### config.mk
export PLATFORM = sky130hd
export DESIGN_NAME = pedal_override_controller_top_flat
export DESIGN_NICKNAME = d
export VERILOG_FILES = /design/src/sv/poc_pkg.sv /design/src/sv/poc_evt_if.sv /design/src/sv/poc_res_if.sv /design/src/sv/poc_crc8.sv /design/src/sv/pedal_override_controller_top.sv /design/src/flat_wrapper.sv
export VERILOG_INCLUDE_DIRS = /design/src /design/src/sv
export SDC_FILE = /design/constraint.sdc
export NUM_CORES = 1
export LEC_CHECK = 0
export ABC_AREA = 1
export BUFFER_PORTS_ARGS = -buffer_cell sky130_fd_sc_hd__buf_2
export CORE_MARGIN = 2
export CORE_UTILIZATION = 47
export CTS_BUF_LIST = sky130_fd_sc_hd__clkbuf_2 sky130_fd_sc_hd__clkbuf_4 sky130_fd_sc_hd__clkbuf_8
export DETAILED_ROUTE_END_ITERATION = 8
export GPL_TIMING_DRIVEN = 0
export PLACE_DENSITY_LB_ADDON = 0.12
export SYNTH_ARGS = -nofsm -noshare
export SYNTH_HDL_FRONTEND = slang
export SYNTH_HIERARCHICAL = 1
export SYNTH_SLANG_ARGS = --single-unit
### constraint.sdc
create_clock -name clk -period 8.5 [get_ports clk]
set_input_delay 1.275 -clock clk [delete_from_list [all_inputs] [get_ports clk]]
set_output_delay 1.275 -clock clk [all_outputs]
set_load 0.005 [all_outputs]
### src/sv/pedal_override_controller_top_macros.svh
// ----------------------------------------------------------------------------
// Assertion macros for the pedal override controller
// Shared concurrent assertion forms, clocked on clk; POC_ASSERT is disabled in reset.
// ----------------------------------------------------------------------------
`ifndef PEDAL_OVERRIDE_CONTROLLER_TOP_MACROS_SVH
`define PEDAL_OVERRIDE_CONTROLLER_TOP_MACROS_SVH

// checked only out of reset
`define POC_ASSERT(lbl, prop, msg) \
	lbl: assert property (@(posedge clk) disable iff (!arst_n) prop) else $error(msg);

// checked on every edge, reset included
`define POC_ASSERT_ALWAYS(lbl, prop, msg) \
	lbl: assert property (@(posedge clk) prop) else $error(msg);

`endif

### src/sv/poc_pkg.sv
// ----------------------------------------------------------------------------
// poc_pkg
// Constants, types and the CRC-8 byte update shared by the controller.
// ----------------------------------------------------------------------------
package poc_pkg;

	localparam int CNT_BITS   = 4;
	localparam int FRAME_BYTES = 6;
	localparam int CRC_BYTES  = FRAME_BYTES - 1;
	localparam int CRC_MSG_W  = 8 * CRC_BYTES;

	localparam logic [7:0] CRC_INIT = 8'hFF;
	localparam logic [7:0] CRC_POLY = 8'hD5;

	localparam logic [31:0] REBOOT_KEY_LO  = 32'hdeadface;
	localparam logic [31:0] REBOOT_SOFT_HI = 32'h0ab00b1e;
	localparam logic [31:0] REBOOT_BOOT_HI = 32'h02b00b1e;

	// event codes
	localparam logic [1:0] OP_FRAME   = 2'd0;
	localparam logic [1:0] OP_TICK    = 2'd1;
	localparam logic [1:0] OP_PEDAL   = 2'd2;
	localparam logic [1:0] OP_BUS_ERR = 2'd3;

	// fault codes
	localparam logic [2:0] FLT_NONE    = 3'd0;
	localparam logic [2:0] FLT_INVALID = 3'd1;
	localparam logic [2:0] FLT_BAD_CRC = 3'd2;
	localparam logic [2:0] FLT_BUS_ERR = 3'd3;
	localparam logic [2:0] FLT_SEND    = 3'd4;
	localparam logic [2:0] FLT_TIMEOUT = 3'd5;

	// reboot requests
	localparam logic [1:0] RBT_NONE = 2'd0;
	localparam logic [1:0] RBT_SOFT = 2'd1;
	localparam logic [1:0] RBT_BOOT = 2'd2;

	// configuration register indexes
	localparam logic [1:0] CFG_INPUT_ID  = 2'd0;
	localparam logic [1:0] CFG_OUTPUT_ID = 2'd1;
	localparam logic [1:0] CFG_TIMEOUT   = 2'd2;

	localparam logic [10:0] INPUT_ID_RST  = 11'd512;
	localparam logic [10:0] OUTPUT_ID_RST = 11'd513;
	localparam logic [15:0] TIMEOUT_RST   = 16'd10;

	typedef logic [CNT_BITS-1:0] cnt_t;

	typedef struct packed {
		logic [15:0] drive_a;
		logic [15:0] drive_b;
		logic        tx_valid;
		logic [31:0] tx_low_word;
		logic [15:0] tx_high_word;
		logic        led_on;
		logic [2:0]  fault_code;
		logic [1:0]  reboot_request;
	} result_t;

	function automatic logic [7:0] crc8_byte(input logic [7:0] crc, input logic [7:0] data);
		logic [7:0] c;
		c = crc ^ data;
		for (int k = 0; k < 8; k++) begin
			c = c[7] ? ({c[6:0], 1'b0} ^ CRC_POLY) : {c[6:0], 1'b0};
		end
		return c;
	endfunction

endpackage

### src/sv/poc_evt_if.sv
// ----------------------------------------------------------------------------
// poc_evt_if
// Event channel: valid/ready handshake with one event word.
// ----------------------------------------------------------------------------
interface poc_evt_if;

	logic        valid;
	logic        ready;
	logic [1:0]  operation;
	logic [10:0] frame_id;
	logic [31:0] frame_low_word;
	logic [31:0] frame_high_word;
	logic        mailbox_free;
	logic [11:0] sample_a;
	logic [11:0] sample_b;

	modport source (
		output valid, operation, frame_id, frame_low_word, frame_high_word,
		       mailbox_free, sample_a, sample_b,
		input  ready
	);

	modport sink (
		input  valid, operation, frame_id, frame_low_word, frame_high_word,
		       mailbox_free, sample_a, sample_b,
		output ready
	);

endinterface

### src/sv/poc_res_if.sv
// ----------------------------------------------------------------------------
// poc_res_if
// Result channel: valid/ready handshake with one result word.
// ----------------------------------------------------------------------------
interface poc_res_if;

	logic        valid;
	logic        ready;
	logic [15:0] drive_a;
	logic [15:0] drive_b;
	logic        tx_valid;
	logic [31:0] tx_low_word;
	logic [15:0] tx_high_word;
	logic        led_on;
	logic [2:0]  fault_code;
	logic [1:0]  reboot_request;

	modport source (
		output valid, drive_a, drive_b, tx_valid, tx_low_word, tx_high_word,
		       led_on, fault_code, reboot_request,
		input  ready
	);

	modport sink (
		input  valid, drive_a, drive_b, tx_valid, tx_low_word, tx_high_word,
		       led_on, fault_code, reboot_request,
		output ready
	);

endinterface

### src/sv/poc_crc8.sv
// ----------------------------------------------------------------------------
// poc_crc8
// CRC-8 (init 0xFF, poly 0xD5) over a five-byte message, top byte first.
// ----------------------------------------------------------------------------
module poc_crc8 import poc_pkg::*; (
	input  logic [CRC_MSG_W-1:0] msg,
	output logic [7:0]           crc
);

	always_comb begin
		logic [7:0] c;
		c = CRC_INIT;
		for (int i = CRC_BYTES - 1; i >= 0; i--) begin
			c = crc8_byte(c, msg[8*i +: 8]);
		end
		crc = c;
	end

endmodule

### src/sv/pedal_override_controller_top.sv
// ----------------------------------------------------------------------------
// pedal_override_controller_top
// Gas pedal override: command frame check, status frames, pedal drive.
// ----------------------------------------------------------------------------
//  channel | dir | handshake         | word
//  evt     | in  | valid/ready       | operation, frame id/payload, samples
//  res     | out | valid/ready       | drives, status frame, led, fault, reboot
//  cfg     | in  | cfg_wr_en         | cfg_index, cfg_wdata (16 bits)
//
// One event per cycle sustained while res is ready.
// An input register feeds one pass of logic (two 40-bit CRC-8 trees, setpoint
// compare) into the result register, where the state updates too.
// res stalls hold the result register; evt stays ready while the input stage
// can drain into it. arst_n clears state and counters, config takes defaults.
// ----------------------------------------------------------------------------
`include "pedal_override_controller_top_macros.svh"

module pedal_override_controller_top import poc_pkg::*; (
	input  logic        clk,
	input  logic        arst_n,
	input  logic        cfg_wr_en,
	input  logic [1:0]  cfg_index,
	input  logic [15:0] cfg_wdata,
	poc_evt_if.sink     evt,
	poc_res_if.source   res
);

	// configuration
	logic [10:0] input_id_q;
	logic [10:0] output_id_q;
	logic [15:0] timeout_q;

	always_ff @(posedge clk or negedge arst_n) begin
		if (!arst_n) begin
			input_id_q  <= INPUT_ID_RST;
			output_id_q <= OUTPUT_ID_RST;
			timeout_q   <= TIMEOUT_RST;
		end else if (cfg_wr_en) begin
			case (cfg_index)
				CFG_INPUT_ID:  input_id_q  <= cfg_wdata[10:0];
				CFG_OUTPUT_ID: output_id_q <= cfg_wdata[10:0];
				CFG_TIMEOUT:   timeout_q   <= cfg_wdata;
				default: ;
			endcase
		end
	end

	// status frame id is held for the transmit side; it feeds no result field
	logic out_id_unused;
	assign out_id_unused = ^output_id_q;

	// input stage
	logic        valid_s1;
	logic [1:0]  op_s1;
	logic [10:0] fid_s1;
	logic [31:0] lo_s1;
	logic [31:0] hi_s1;
	logic        mfree_s1;
	logic [11:0] sa_s1;
	logic [11:0] sb_s1;

	logic    out_valid_q;
	result_t res_q;
	logic    advance;

	assign advance   = valid_s1 && (!out_valid_q || res.ready);
	assign evt.ready = !valid_s1 || advance;

	always_ff @(posedge clk or negedge arst_n) begin
		if (!arst_n) begin
			valid_s1 <= 1'b0;
		end else if (evt.ready) begin
			valid_s1 <= evt.valid;
		end
	end

	always_ff @(posedge clk) begin
		if (evt.valid && evt.ready) begin
			op_s1    <= evt.operation;
			fid_s1   <= evt.frame_id;
			lo_s1    <= evt.frame_low_word;
			hi_s1    <= evt.frame_high_word;
			mfree_s1 <= evt.mailbox_free;
			sa_s1    <= evt.sample_a;
			sb_s1    <= evt.sample_b;
		end
	end

	// state
	logic [2:0]  fault_q;
	logic [15:0] sp_a_q, sp_b_q;
	logic [15:0] idle_q;
	cnt_t        rx_cnt_q, tx_cnt_q;
	logic [11:0] last_sa_q, last_sb_q;
	logic        led_q;

	logic [2:0]  fault_n;
	logic [15:0] sp_a_n, sp_b_n;
	logic [15:0] idle_n;
	cnt_t        rx_cnt_n, tx_cnt_n;
	logic [11:0] last_sa_n, last_sb_n;
	logic        led_n;
	result_t     res_n;

	// CRC over received bytes 4..0 and over the outgoing status bytes 4..0
	logic [7:0]           rx_crc, tx_crc;
	logic [7:0]           tx_b4;
	logic [CRC_MSG_W-1:0] rx_msg, tx_msg;

	assign tx_b4  = {1'b0, fault_q, 4'(tx_cnt_q)};
	assign rx_msg = {hi_s1[7:0], lo_s1};
	// status byte 0 is sample_a high, byte 3 sample_b low
	assign tx_msg = {tx_b4, last_sb_q[7:0], 4'h0, last_sb_q[11:8],
	                 last_sa_q[7:0], 4'h0, last_sa_q[11:8]};

	poc_crc8 u_rx_crc (.msg(rx_msg), .crc(rx_crc));
	poc_crc8 u_tx_crc (.msg(tx_msg), .crc(tx_crc));

	logic        rx_reboot;
	logic [15:0] v0, v1;
	cnt_t        rx_idx;

	assign v0     = {lo_s1[7:0], lo_s1[15:8]};
	assign v1     = {lo_s1[23:16], lo_s1[31:24]};
	assign rx_idx = hi_s1[CNT_BITS-1:0];
	assign rx_reboot = (op_s1 == OP_FRAME) && (fid_s1 == input_id_q)
	                   && (lo_s1 == REBOOT_KEY_LO)
	                   && ((hi_s1 == REBOOT_SOFT_HI) || (hi_s1 == REBOOT_BOOT_HI));

	always_comb begin
		fault_n   = fault_q;
		sp_a_n    = sp_a_q;
		sp_b_n    = sp_b_q;
		idle_n    = idle_q;
		rx_cnt_n  = rx_cnt_q;
		tx_cnt_n  = tx_cnt_q;
		last_sa_n = last_sa_q;
		last_sb_n = last_sb_q;
		led_n     = led_q;
		res_n     = '0;

		case (op_s1)
			OP_FRAME: begin
				if (fid_s1 == input_id_q) begin
					if (rx_reboot) begin
						res_n.reboot_request = (hi_s1 == REBOOT_SOFT_HI) ? RBT_SOFT : RBT_BOOT;
						fault_n   = FLT_NONE;
						sp_a_n    = '0;
						sp_b_n    = '0;
						idle_n    = '0;
						rx_cnt_n  = '0;
						tx_cnt_n  = '0;
						last_sa_n = '0;
						last_sb_n = '0;
						led_n     = 1'b0;
					end else if (rx_crc == hi_s1[15:8]) begin
						if (cnt_t'(rx_cnt_q + 1'b1) == rx_idx) begin
							if (hi_s1[7]) begin
								sp_a_n = v0;
								sp_b_n = v1;
							end else begin
								fault_n = ((v0 == '0) && (v1 == '0)) ? FLT_NONE : FLT_INVALID;
								sp_a_n  = '0;
								sp_b_n  = '0;
							end
							idle_n = '0;
						end
						rx_cnt_n = rx_idx;
					end else begin
						fault_n = FLT_BAD_CRC;
					end
				end
			end
			OP_TICK: begin
				if (mfree_s1) begin
					res_n.tx_valid     = 1'b1;
					res_n.tx_low_word  = tx_msg[31:0];
					res_n.tx_high_word = {tx_crc, tx_b4};
					tx_cnt_n           = cnt_t'(tx_cnt_q + 1'b1);
				end else begin
					fault_n = FLT_SEND;
				end
				res_n.led_on = led_q;
				led_n        = ~led_q;
				if (idle_q == timeout_q) begin
					fault_n = FLT_TIMEOUT;
				end else begin
					idle_n = idle_q + 16'd1;
				end
			end
			OP_PEDAL: begin
				last_sa_n = sa_s1;
				last_sb_n = sb_s1;
				if (fault_q == FLT_NONE) begin
					res_n.drive_a = (sp_a_q > {4'h0, sa_s1}) ? sp_a_q : {4'h0, sa_s1};
					res_n.drive_b = (sp_b_q > {4'h0, sb_s1}) ? sp_b_q : {4'h0, sb_s1};
				end else begin
					res_n.drive_a = {4'h0, sa_s1};
					res_n.drive_b = {4'h0, sb_s1};
				end
			end
			default: begin
				fault_n = FLT_BUS_ERR;
			end
		endcase

		res_n.fault_code = fault_n;
	end

	always_ff @(posedge clk or negedge arst_n) begin
		if (!arst_n) begin
			fault_q   <= FLT_NONE;
			sp_a_q    <= '0;
			sp_b_q    <= '0;
			idle_q    <= '0;
			rx_cnt_q  <= '0;
			tx_cnt_q  <= '0;
			last_sa_q <= '0;
			last_sb_q <= '0;
			led_q     <= 1'b0;
		end else if (advance) begin
			fault_q   <= fault_n;
			sp_a_q    <= sp_a_n;
			sp_b_q    <= sp_b_n;
			idle_q    <= idle_n;
			rx_cnt_q  <= rx_cnt_n;
			tx_cnt_q  <= tx_cnt_n;
			last_sa_q <= last_sa_n;
			last_sb_q <= last_sb_n;
			led_q     <= led_n;
		end
	end

	// result register
	always_ff @(posedge clk or negedge arst_n) begin
		if (!arst_n) begin
			out_valid_q <= 1'b0;
		end else if (advance) begin
			out_valid_q <= 1'b1;
		end else if (res.ready) begin
			out_valid_q <= 1'b0;
		end
	end

	always_ff @(posedge clk) begin
		if (advance) begin
			res_q <= res_n;
		end
	end

	assign res.valid          = out_valid_q;
	assign res.drive_a        = res_q.drive_a;
	assign res.drive_b        = res_q.drive_b;
	assign res.tx_valid       = res_q.tx_valid;
	assign res.tx_low_word    = res_q.tx_low_word;
	assign res.tx_high_word   = res_q.tx_high_word;
	assign res.led_on         = res_q.led_on;
	assign res.fault_code     = res_q.fault_code;
	assign res.reboot_request = res_q.reboot_request;

	`POC_ASSERT(a_stall_only_when_full,
		!evt.ready |-> (valid_s1 && out_valid_q && !res.ready),
		"evt stalled without a full pipe")
	`POC_ASSERT(a_advance_fills_out, advance |=> out_valid_q, "result register lost an item")
	`POC_ASSERT(a_reboot_clears,
		(advance && rx_reboot) |=> (fault_q == FLT_NONE && sp_a_q == '0 && sp_b_q == '0
			&& idle_q == '0 && led_q == 1'b0),
		"reboot left state behind")
	`POC_ASSERT(a_tx_only_on_tick,
		(res.valid && res.tx_valid) |-> (res.drive_a == '0 && res.drive_b == '0
			&& res.reboot_request == RBT_NONE),
		"status frame mixed with other event results")
	`POC_ASSERT_ALWAYS(a_fault_range, (!arst_n || fault_q <= FLT_TIMEOUT), "fault code out of range")

endmodule
### src/flat_wrapper.sv
// flat-port wrapper written by rule: the top's interface ports become plain ports
module pedal_override_controller_top_flat import poc_pkg::*;
  (clk, arst_n, cfg_wr_en, cfg_index, cfg_wdata, evt_valid, evt_operation, evt_frame_id, evt_frame_low_word, evt_frame_high_word, evt_mailbox_free, evt_sample_a, evt_sample_b, evt_ready, res_valid, res_drive_a, res_drive_b, res_tx_valid, res_tx_low_word, res_tx_high_word, res_led_on, res_fault_code, res_reboot_request, res_ready);
  poc_evt_if evt_i ();
  poc_res_if res_i ();
  input  logic clk;
  input  logic arst_n;
  input  logic cfg_wr_en;
  input  logic [1:0] cfg_index;
  input  logic [15:0] cfg_wdata;
  input wire logic [$bits(evt_i.valid)-1:0] evt_valid;
  input wire logic [$bits(evt_i.operation)-1:0] evt_operation;
  input wire logic [$bits(evt_i.frame_id)-1:0] evt_frame_id;
  input wire logic [$bits(evt_i.frame_low_word)-1:0] evt_frame_low_word;
  input wire logic [$bits(evt_i.frame_high_word)-1:0] evt_frame_high_word;
  input wire logic [$bits(evt_i.mailbox_free)-1:0] evt_mailbox_free;
  input wire logic [$bits(evt_i.sample_a)-1:0] evt_sample_a;
  input wire logic [$bits(evt_i.sample_b)-1:0] evt_sample_b;
  output wire logic [$bits(evt_i.ready)-1:0] evt_ready;
  output wire logic [$bits(res_i.valid)-1:0] res_valid;
  output wire logic [$bits(res_i.drive_a)-1:0] res_drive_a;
  output wire logic [$bits(res_i.drive_b)-1:0] res_drive_b;
  output wire logic [$bits(res_i.tx_valid)-1:0] res_tx_valid;
  output wire logic [$bits(res_i.tx_low_word)-1:0] res_tx_low_word;
  output wire logic [$bits(res_i.tx_high_word)-1:0] res_tx_high_word;
  output wire logic [$bits(res_i.led_on)-1:0] res_led_on;
  output wire logic [$bits(res_i.fault_code)-1:0] res_fault_code;
  output wire logic [$bits(res_i.reboot_request)-1:0] res_reboot_request;
  input wire logic [$bits(res_i.ready)-1:0] res_ready;
  assign evt_i.valid = evt_valid;
  assign evt_i.operation = evt_operation;
  assign evt_i.frame_id = evt_frame_id;
  assign evt_i.frame_low_word = evt_frame_low_word;
  assign evt_i.frame_high_word = evt_frame_high_word;
  assign evt_i.mailbox_free = evt_mailbox_free;
  assign evt_i.sample_a = evt_sample_a;
  assign evt_i.sample_b = evt_sample_b;
  assign evt_ready = evt_i.ready;
  assign res_valid = res_i.valid;
  assign res_drive_a = res_i.drive_a;
  assign res_drive_b = res_i.drive_b;
  assign res_tx_valid = res_i.tx_valid;
  assign res_tx_low_word = res_i.tx_low_word;
  assign res_tx_high_word = res_i.tx_high_word;
  assign res_led_on = res_i.led_on;
  assign res_fault_code = res_i.fault_code;
  assign res_reboot_request = res_i.reboot_request;
  assign res_i.ready = res_ready;
  pedal_override_controller_top u_core (.clk(clk), .arst_n(arst_n), .cfg_wr_en(cfg_wr_en), .cfg_index(cfg_index), .cfg_wdata(cfg_wdata), .evt(evt_i), .res(res_i));
endmodule
After elaboration in Yosys (flattened, before gate mapping)
Index checks and enable logic that the tools add are counted.

Flip-flop bits (word level): 302. Input port bits: 125. Output and inout port bits: 89.

Add/sub/neg operators: 3. Order comparisons: 2. Equality and inequality tests: 16. Mux-type cells: 123. Bitwise gates (word level): 91. Reductions and logical operators: 34.

Operator list (count): 8-bit two-way mux (80); 5-bit inverter (80); 16-bit two-way mux (14); 49-bit two-way mux (1); 12-bit case mux with 2 select lines (2); 8-bit bitwise XOR (6); 12-bit two-way mux (3); 32-bit by 26-bit equality test with 1-bit output, second input constant (1); 32-bit by 28-bit equality test with 1-bit output, second input constant (1); 32-bit equality test, second input constant (1); 16-bit by 12-bit > comparator with 1-bit output (2); 16-bit logical NOT (2); 16-bit case mux with 2 select lines (1); 28-bit two-way mux (1); 3-bit two-way mux (7); 4-bit two-way mux (5); 16-bit by 1-bit adder with 16-bit output, second input constant (1); 16-bit equality test (1); 8-bit by 4-bit bitwise XOR with 8-bit output (2); 3-bit AND reduction (4); 4-bit AND reduction (3); 11-bit equality test (1); 5-bit AND reduction (2); 2-bit nonzero test (5); other kinds (23) (43).

Depth between registers and ports, before layout
Depth after elaboration: 90. Gate-level depth with buffers: 71.

Hierarchy
Netlist, hierarchy kept.

Modules (own cells, without submodules): pedal_override_controller_top (times used 1, cells an instance 1304, area each 13100.1 um^2, seq. area each 8236.6 um^2); poc_crc8 (u_core.u_tx_crc) (times used 1, cells an instance 504, area each 2885.3 um^2, seq. area each 0.0 um^2); poc_crc8 (u_core.u_rx_crc) (times used 1, cells an instance 507, area each 2832.7 um^2, seq. area each 0.0 um^2).

Worst setup path after synthesis
Ideal clock, no wire load.

Path kind: register to register. From: register u_core.hi_s1[7]. To: register u_core.sp_b_q[2]. Library setup time: 0.118 ns. Arrival: 5.794 ns. Setup slack: 2.588 ns. Stages on the path, launching flop included: 62. Path buffers: 2. Period minus slack after synthesis: 5.912 ns. Path through: edfxtp_1 buf_6 inv_6 nand2_2 nand2_2 nand2_4 nand2_2 nand2_1 nand2_1 nand3_2 nand2_4 nand3_2 nand2_1 nand2_2 nand2_2 xor3_1 nand2_1 nand2_2 (+26 left out) nand3_1 nand2_2 nand2_2 nand2_2 nand2_1 nand2_1 xor2_1 nor2_1 nand2_1 nor2_4 inv_2 nand2_1 nand4_2 nand2_4 inv_4 buf_6 nand2_1 nand2_1.

Elaborated cells on any way between the ends: 96. Those cells by class: eq/ne: 3; mux: 44; bitwise: 44; reduce/logical: 5.

RTL lines: start: declaration (line pedal_override_controller_top.sv:57) `logic [31:0] hi_s1;`; start signal: assignment (line pedal_override_controller_top.sv:82) `hi_s1 <= evt.frame_high_word;`; 8-bit inverter (no line) (*); 8-bit two-way mux (*) (3 in a row) (line poc_pkg.sv:64) `c = c[7] ? ({c[6:0], 1'b0} ^ CRC_POLY) : {c[6:0], 1'b0};`; 5-bit inverter (no line) / 8-bit two-way mux (equally long branches); 8-bit two-way mux (*) (line poc_pkg.sv:64); 5-bit inverter (no line) / 8-bit two-way mux (equally long branches); 8-bit two-way mux (*) (3 in a row) (line poc_pkg.sv:64); 5-bit inverter (no line) / 8-bit two-way mux (equally long branches); 8-bit two-way mux (*) (line poc_pkg.sv:64); (+46 left out); 5-bit inverter (no line) / 8-bit two-way mux (equally long branches); 8-bit two-way mux (*) (3 in a row) (line poc_pkg.sv:64); 5-bit inverter (no line) / 8-bit two-way mux (equally long branches); 8-bit two-way mux (*) (line poc_pkg.sv:64); named net u_core.rx_crc[2] (line pedal_override_controller_top.sv:106) `logic [7:0] rx_crc, tx_crc;`; 8-bit equality test (*) (line pedal_override_controller_top.sv:156) `end else if (rx_crc == hi_s1[15:8]) begin`; 2-bit nonzero test (no line) (*); 5-bit AND reduction (no line) (*); end signal: assignment (line pedal_override_controller_top.sv:224) `sp_b_q <= sp_b_n;`; end: declaration (line pedal_override_controller_top.sv:91) `logic [15:0] sp_a_q, sp_b_q;`.

The timed path passes the listed nets; every way through them passes the cells marked *. The select of a mux whose other input is x is not followed. A chain may end at the register's enable or synchronous reset.

Worst setup path in the final report
From: register u_core.hi_s1[7]. To: register u_core.sp_a_q[2].

Elaborated cells on any way between the ends: 96. Those cells by class: eq/ne: 3; mux: 44; bitwise: 44; reduce/logical: 5.

RTL lines: 8-bit inverter (no line) (*); 8-bit two-way mux (*) (2 in a row) (line poc_pkg.sv:64); 5-bit inverter (no line) / 8-bit two-way mux (equally long branches); 8-bit two-way mux (*) (2 in a row) (line poc_pkg.sv:64); 5-bit inverter (no line) / 8-bit two-way mux (equally long branches); 8-bit two-way mux (*) (line poc_pkg.sv:64); 5-bit inverter (no line) / 8-bit two-way mux (equally long branches); 8-bit two-way mux (*) (3 in a row) (line poc_pkg.sv:64); (+46 left out); 5-bit inverter (no line) / 8-bit two-way mux (equally long branches); 8-bit two-way mux (*) (line poc_pkg.sv:64); 5-bit inverter (no line); 8-bit two-way mux (*) (3 in a row) (line poc_pkg.sv:64); named net u_core.rx_crc[1] (line pedal_override_controller_top.sv:106); 8-bit equality test (*) (line pedal_override_controller_top.sv:156); 2-bit nonzero test (no line) (*); 5-bit AND reduction (no line) (*); end signal: assignment (line pedal_override_controller_top.sv:223) `sp_a_q <= sp_a_n;`; end: declaration (line pedal_override_controller_top.sv:91).

Marks and branches as above.

==> flow_summary.yaml <==
status:
  outcome: "complete, no violations"
global_route:
  grt_usage: 0.218
  gr-total-overflow: 0
  antenna_found_initial: 2
  grt_first_pass_wirelength_um: 72600
  grt_pass1_vias: 14804
  grt_max_degree: 74
worst_setup_path:
  crit_arrival_ps: 7440
  crit_start: "u_core/hi_s1[7]$_DFFE_PP_"
  crit_top_cell: "nand2_1"
  crit_slowest_cell: "edfxtp_1"
  endpoint_kind: "flip-flop"
  r2r_slack_ps: 1550
  max_stage_delay_ps: 410
  cp-start-kind: "flip-flop"
  crit_end: "u_core/sp_a_q[2]$_DFFE_PN0P_"
  critPathRequiredTime_ps: 8980
  timing.rr.start: "u_core/hi_s1[7]$_DFFE_PP_"
  r2r-end: "u_core/sp_a_q[2]$_DFFE_PN0P_"
  path_max_fanout: 10
  critPathKind: "reg2reg"
  reg2reg_depth: 60
sta:
  hold_viol_final: 0
  finalSetupViolations: 0
  max_freq_ghz: 0.144
  slew_headroom: 0.464
  grt_setup_unrepaired: "false"
  setup_tns_ps: 0
  tightest_slew_ps: 804
  period_needed_ps: 6950
  finalMaxSlewViolations: 0
  period_share: 0.818
  fin_worst_skew_ps: 16.2
clock_network:
  postCtsHoldBufs: 0
  cts.sinks: 293
  cts-root-buf: "clkbuf_8"
  path_clk_slew_ps: 50
  htree_levels: 2
  cts_made_buffers: 51
  post_cts_buffers: 0
  cts_tree: "built"
  clockBufferDepth: 3
  cts-resized-gates: 0
  clock_latency_ps: 610
final_layout:
  final_common_cell: "nand2_1"
  syn_to_final_growth_pct: 15.8
  mostFrequentLayoutCells: "nand2_1 (664), inv_1 (288), nand3_1 (267)"
  drive_gt1_frac: 0.240
  final_core_utilization: 0.550
  fillers: 3771
  layout.nets: 2751
drt:
  drt_first_pass_iters: 5
  vias_per_cell: 4.90
  drc: 0
  ant_nets: 0
  routedWlPerCell_um: 14.0
  drt_iter0_drc: 897
  vias: 15537
  finalWirelength_um: 44300
floorplanning:
  num_rows: 73
  die_y_um: 204
  die_x_um: 204
  io_pins: 214
  start_util: 0.475
  dieArea_um2: 41700
  core_um2: 39600
yosys:
  synthArstFlopShare: 0.386
  synth_seq_cells: 293
  synth_edf_count: 180
  synthCells: 2315
  ys_seq_area_frac: 0.438
  syn_area_um2: 18800
  yosysTopAreaCellShare: 0.287
  synth.avg_cell_area_um2: 8.13
  yosys_warnings: 6
  synth-main-ff-cell: "edfxtp_1"
  synthDistinctLibCells: 58
  synth.area.top_cells: "edfxtp_1 (29%), dfrtp_1 (15%), nand2_1 (13%)"
  synth_top_area_cell: "edfxtp_1"
placed_design:
  place_hpwl_um: 34600
  gp_congestion: 0.876
  io_buffers: 204
min_path:
  hold_path_class: "reg2reg"
flow_run:
  max_cap_violations: 0
-- final cells by class --
| class | instances | area, um2 | area share |
|---|---|---|---|
| multi-input combinational | 1681 | 9150 | 0.420 |
| sequential | 293 | 8240 | 0.378 |
| inverter | 319 | 1220 | 0.0559 |
| timing repair buffer | 207 | 1110 | 0.0509 |
| clock buffer | 83 | 998 | 0.0458 |
| tap | 525 | 657 | 0.0301 |
| buffer | 46 | 310 | 0.0142 |
| clock inverter | 12 | 104 | 0.00477 |
| antenna | 2 | 5.00 | 0.000230 |
-- per-stage QoR --
stage | cells | cell area, um2 | hold slack [ps] | worst slack (ps)
final | 3168 | 21800 | 483 | 1550
after global routing | 3168 | 21800 | 508 | 683
after CTS | 3166 | 21800 | 487 | 1610
after detailed placement | 3071 | 20700 | 470 | 1640
after global placement | 3068 | 20600 | 467 | 1800
after floorplan | 2339 | 18900 | 449 | 2590
-- worst max-delay path: cells and delay by family, from the launching register on --
family / cells / cell delay, ps
xor+xnor: 2 / 380
buf+inv: 7 / 720
flops: 1 / 410
simple gates: 51 / 5310
-- cell usage after synthesis (3+ instances only) --
master      n
a21o_1      4
a21oi_1    24
buf_4      10
buf_6      13
clkbuf_1   20
dfrtp_1   110
dfstp_2     3
edfxtp_1  180
ha_1       27
inv_1     289
inv_2      25
inv_4       4
mux2_2      3
nand2_1   664
nand2_2   140
nand2_4    36
nand3_1   267
nand3_2    44
nand3_4     3
nand3b_1   18
nand4_1    19
nor2_1    157
nor2_2      9
nor2_4      4
nor3_1      7
o21ai_0    66
o21ai_1     7
o21ai_2    16
or2_2       8
xnor2_1    26
xnor3_1     7
xor2_1     65
xor2_2      7
-- state kept, by name (all words and copies together) (netlist names), 4 cells and up --
| register | count |
|---|---|
| u_core/sp_b_q | 16 |
| u_core/fid_s1 | 11 |
| u_core/timeout_q | 16 |
| u_core/res.drive_a | 16 |
| u_core/sa_s1 | 12 |
| u_core/last_sa_q | 12 |
| u_core/res.drive_b | 16 |
| u_core/res.tx_low_word | 24 |
| u_core/hi_s1 | 32 |
| u_core/last_sb_q | 12 |
| u_core/input_id_q | 11 |
| u_core/tx_cnt_q | 4 |
| u_core/sb_s1 | 12 |
| u_core/res.tx_high_word | 15 |
| u_core/sp_a_q | 16 |
| u_core/rx_cnt_q | 4 |
| u_core/lo_s1 | 32 |
| u_core/idle_q | 16 |
-- cell families after synthesis --
family / share of synthesized area
AND/OR/NAND/NOR: 0.359
adder cells (fa/ha/maj): 0.0180
XOR/XNOR: 0.0639
buffers and inverters: 0.0809
other: 0.000199
flip-flops: 0.438
AO/OA/AOI/OAI: 0.0383
multiplexers: 0.00180
-- how the worst min path moves through the flow --
| stage | startpoint | endpoint | slack, ps | depth (start not counted) |
|---|---|---|---|---|
| global placement | u_core/sp_b_q[14]$_DFFE_PN0P_ | u_core/sp_b_q[14]$_DFFE_PN0P_ | 470 | 2 |
| detailed placement | u_core/sp_a_q[15]$_DFFE_PN0P_ | u_core/sp_a_q[15]$_DFFE_PN0P_ | 470 | 2 |
| floorplan | u_core/sp_a_q[12]$_DFFE_PN0P_ | u_core/sp_a_q[12]$_DFFE_PN0P_ | 450 | 2 |
| global route | u_core/sp_a_q[12]$_DFFE_PN0P_ | u_core/sp_a_q[12]$_DFFE_PN0P_ | 510 | 2 |
| finish | u_core/sp_b_q[15]$_DFFE_PN0P_ | u_core/sp_b_q[15]$_DFFE_PN0P_ | 480 | 2 |
| CTS | u_core/sp_a_q[15]$_DFFE_PN0P_ | u_core/sp_a_q[15]$_DFFE_PN0P_ | 490 | 2 |
-- routing by layer --
metal  vias up  global-route usage  part of all wire
met5         -                   0                 0
met4         0              0.0670             0.025
met3        70              0.0335             0.053
met2       375               0.360              0.46
met1      7125               0.296              0.46
li1       7967                   -                 -
Power is left out: the tool's default activity adds up to more than one toggle a clock period on the data nets, which glitch-free logic cannot reach.
